==> config.mk <==
export PLATFORM = sky130hd
export DESIGN_NAME = hcce_ram
export DESIGN_NICKNAME = d
export VERILOG_FILES = /design/src/sv/hcce_ram.sv
export SDC_FILE = /design/constraint.sdc
export NUM_CORES = 2
export LEC_CHECK = 0
export BUFFER_PORTS_ARGS = -buffer_cell sky130_fd_sc_hd__buf_2
export CAP_MARGIN = 20
export CORE_ASPECT_RATIO = 1.75
export CORE_MARGIN = 2
export CORE_UTILIZATION = 40
export DETAILED_ROUTE_END_ITERATION = 7
export PLACE_DENSITY = 0.61
export SETUP_SLACK_MARGIN = 0.3
export SLEW_MARGIN = 15
export SYNTH_ARGS = -nofsm -noshare
export SYNTH_HDL_FRONTEND = slang
export SYNTH_SLANG_ARGS = --single-unit
==> constraint.sdc <==
create_clock -name clk -period 2.57 [get_ports clk]
set_clock_uncertainty 0.1 [all_clocks]
set_input_delay 0.257 -clock clk [delete_from_list [all_inputs] [get_ports clk]]
set_output_delay 0.257 -clock clk [all_outputs]
set_load 0.1 [all_outputs]
==> src/sv/hcce_ram.sv <==
// Single-port-write, single-port-read synchronous RAM with registered read data.
module hcce_ram #(
  parameter int W     = 8,
  parameter int DEPTH = 256,
  parameter int AW    = (DEPTH > 1) ? $clog2(DEPTH) : 1
) (
  input  logic          clk,
  input  logic          we,
  input  logic [AW-1:0] waddr,
  input  logic [W-1:0]  wdata,
  input  logic [AW-1:0] raddr,
  output logic [W-1:0]  rdata
);

  logic [W-1:0] mem [DEPTH];

  always_ff @(posedge clk) begin
    if (we) begin
      mem[waddr] <= wdata;
    end
    rdata <= mem[raddr];
  end

endmodule

==> run summary <==
Met2 usage: 0.3847
Residual DRC count: 0
Hold WC Path Type: input port to register
Slowest stage delay, CP: 0.52 ns
Part of the cycle the worst path needs: 0.9429
Placed instance area: 88340 sq um
Largest family of logic cells by synthesized area: multiplexers
Initial antenna violation count: 18
Fin crit period: 2.423 ns
Finished Cell Area: 94280 sq um
Gr ovfl total: 0
Fraction of layout cells with a size suffix above 1: 0.3298
Core Region: 197800 sq um
Post-Synth XOR/XNOR Area: 0
Final Power: 67.51 mW
Synth top cells by count: edfxtp_1, mux4_2, nor2_1
Critical Path Sink Type: register
Unique masters post-synth: 55
Top-count cell post-synth: edfxtp_1
Slew Viols, Final: 0
Starting Density: 0.4021
First-pass GRT wire length: 303100 um
Yosys Warn Count: 0
Avg WL per Cell: 29.31 um
Die ar.: 202600 sq um
Layout area overhead: 18.50%
Fin nets: 4477
Clock tree buffer depth: 4
RSZ-0062 raised after global routing: yes
Die height: 594.0 um
Vias: 40.37k
Pin count of the biggest net entering global routing: 105
Finished Core Util: 0.4765
Post-Synth Adder-Cell Area: 0
#FFs+latches synth: 2056
Vias/cell: 5.612
P_leak: 30.33 nW
Die width: 341.1 um
GR Util met1: 0.2352
Simple logic cell fraction of the synthesized area: 0.02628
GRT met3 Usage: 0.02488
Seq/Total Area, Yosys: 0.7750
Worst hold slack: 0.08506 ns
ANT nets after route: 0
Final HPWL DP: 145200 um
Fillers: 16.25k
Synth area leader: edfxtp_1
Final setup violating endpoints: 0
Synth Area in Compound Gates: 0.03419
Relative slew margins: 0.3061
Max Clock Freq: 412.7 MHz
Crit path kind: register to register
Data required time of the worst path: 3.15 ns
Max-Cap Viols: 0
Max FO, Critical Path: 1
Dpl cells: 6880
Post-synthesis async set-or-reset flop share: 0
Synth Flop Type: edfxtp_1
Vias in the first global route: 42.52k
Setup WS post-layout: 0.1468 ns
Number of flops mapped to enable cells by yosys: 2048
DR iter-0 viols: 3923
CP arrival: 3.00 ns
CTS H-tree depth: 4
Number of port buffers: 33
Pwr per Cell Area: 716.1 nW/um^2
Boundary Pins: 34
Pre-CTS setup slack: -0.9252 ns
Post-CTS Setup Bufs: 0
Syn Inst Count: 3733
Detailed Routing Iterations Pass 1: 5
Post-Synthesis Cell Area: 79560 sq um
Crit-path cells: mux4_2, mux4_2, nor2b_1, nor4_4, buf_4, nor4_1
Root Driver: clkbuf_16
GRT Total Usage: 0.2075
Outcome: finished clean
Slew @ Worst Pin: 1.041 ns
GR peak layer: met2
Multiplexer share of the synthesized area: 0.1462
Max VDD drop: 0.0006759 V
RD Place Congestion: 0.8563
Net Count, Synth: 3759
Dominant cells by area after synthesis: edfxtp_1, mux4_2, mux2i_1, nor2_1, a22oi_1
Yosys top cell area share: 0.7730
CP most frequent cell: mux4_2
Setup TNS Final: 0 ns
Clock Sinks: 2056
Startpoint types: register
Detailed Route WL: 210800 um
Finished Layout Cells: 7192
Reg clk slew, reported paths: 0.07 ns
Site Rows: 216
CP max-delay cell: mux4_2
Num CTS Buffers: 176
Clk_lat worst skew: 0.83 ns
Syn Area/Cell: 21.31 sq um
CTS tree: built
Final Hold Viols: 0
-- worst max-delay path: cells and delay by family, from the launching register on --
| family | cells | cell delay, ns |
|---|---|---|
| flip-flops | 1 | 0.38 |
| buffers and inverters | 1 | 0.21 |
| multiplexers | 2 | 1.00 |
| AND/OR/NAND/NOR | 3 | 0.59 |
-- path summary, 6_finish.rpt --
path / start / endpoint / slack, ns / depth (start not counted)
min reg2reg: mem[32][5]$_DFFE_PP_ / rdata[5]$_DFF_P_ / 0.94 / 7
max: mem[85][7]$_DFFE_PP_ / rdata[7]$_DFF_P_ / 0.15 / 6
max reg2reg: mem[85][7]$_DFFE_PP_ / rdata[7]$_DFF_P_ / 0.15 / 6
min: waddr[3] / mem[220][1]$_DFFE_PP_ / 0.09 / 4
-- layout by cell type (no fill, tap or decap), types with 8 or more instances in the layout --
cell type / n
a211oi_1: 12
a21oi_1: 96
a221oi_1: 9
a22o_1: 8
a22oi_1: 132
buf_12: 91
buf_2: 19
buf_4: 640
buf_8: 10
bufinv_16: 18
clkbuf_1: 35
clkbuf_16: 179
clkinv_1: 28
clkinv_2: 22
dfxtp_1: 8
dlygate4sd3_1: 9
edfxtp_1: 2048
mux2i_1: 134
mux4_2: 454
nand2_1: 33
nand2b_1: 8
nand3_1: 34
nand4_1: 10
nor2_1: 277
nor2b_1: 27
nor3_1: 15
nor4_1: 12
nor4_2: 9
o211ai_1: 10
o21ai_0: 10
o221ai_1: 46
o22ai_1: 28
-- what timing repair did --
| action | 4_1_cts | 5_1_grt |
|---|---|---|
| setup endpoints to repair | 12 | 8 |
| gates resized for setup | 49 | 8 |
| pin swaps | 10 | 6 |
| endpoints found under the hold margin | 478 | 0 |
| hold buffers | 9 | 0 |
-- registers in the layout (all words and copies together), names as in the netlist --
register / cells
mem: 2048
rdata: 8
-- layout make-up --
| class | count | area (sq um) | area share |
|---|---|---|---|
| Multi-Input combinational cell | 1442 | 16820 | 0.1784 |
| Clock inverter | 83 | 885.9 | 0.009396 |
| Tap cell | 2616 | 3273 | 0.03472 |
| Inverter | 2 | 7.507 | 0.00007963 |
| Timing Repair Buffer | 773 | 7007 | 0.07432 |
| Antenna cell | 6 | 15.01 | 0.0001593 |
| Sequential cell | 2056 | 61660 | 0.6540 |
| Clock buffer | 214 | 4611 | 0.04891 |
-- kinds of logic after synthesis --
kind of cell / Yosys count
buf+inv: 235
flops: 2056
mux: 591
simple gates: 466
compound gates: 385
-- report_power, final --
part,total (mW),internal (mW),switching (mW),leakage (nW)
registers,37.0,36.9,0.0856,18.5
logic,4.24,1.67,2.58,9.18
clock network,26.2,14.6,11.7,2.67
total,67.5,53.2,14.3,30.3
-- layer usage --
| metal | wire length (um) | share of wire |
|---|---|---|
| met1 | 73650 | 0.35 |
| met5 | 80 | 0.00038 |
| met2 | 115300 | 0.55 |
| met4 | 11230 | 0.053 |
| met3 | 10550 | 0.050 |
Note: power is estimated with default switching activity, not from simulation.
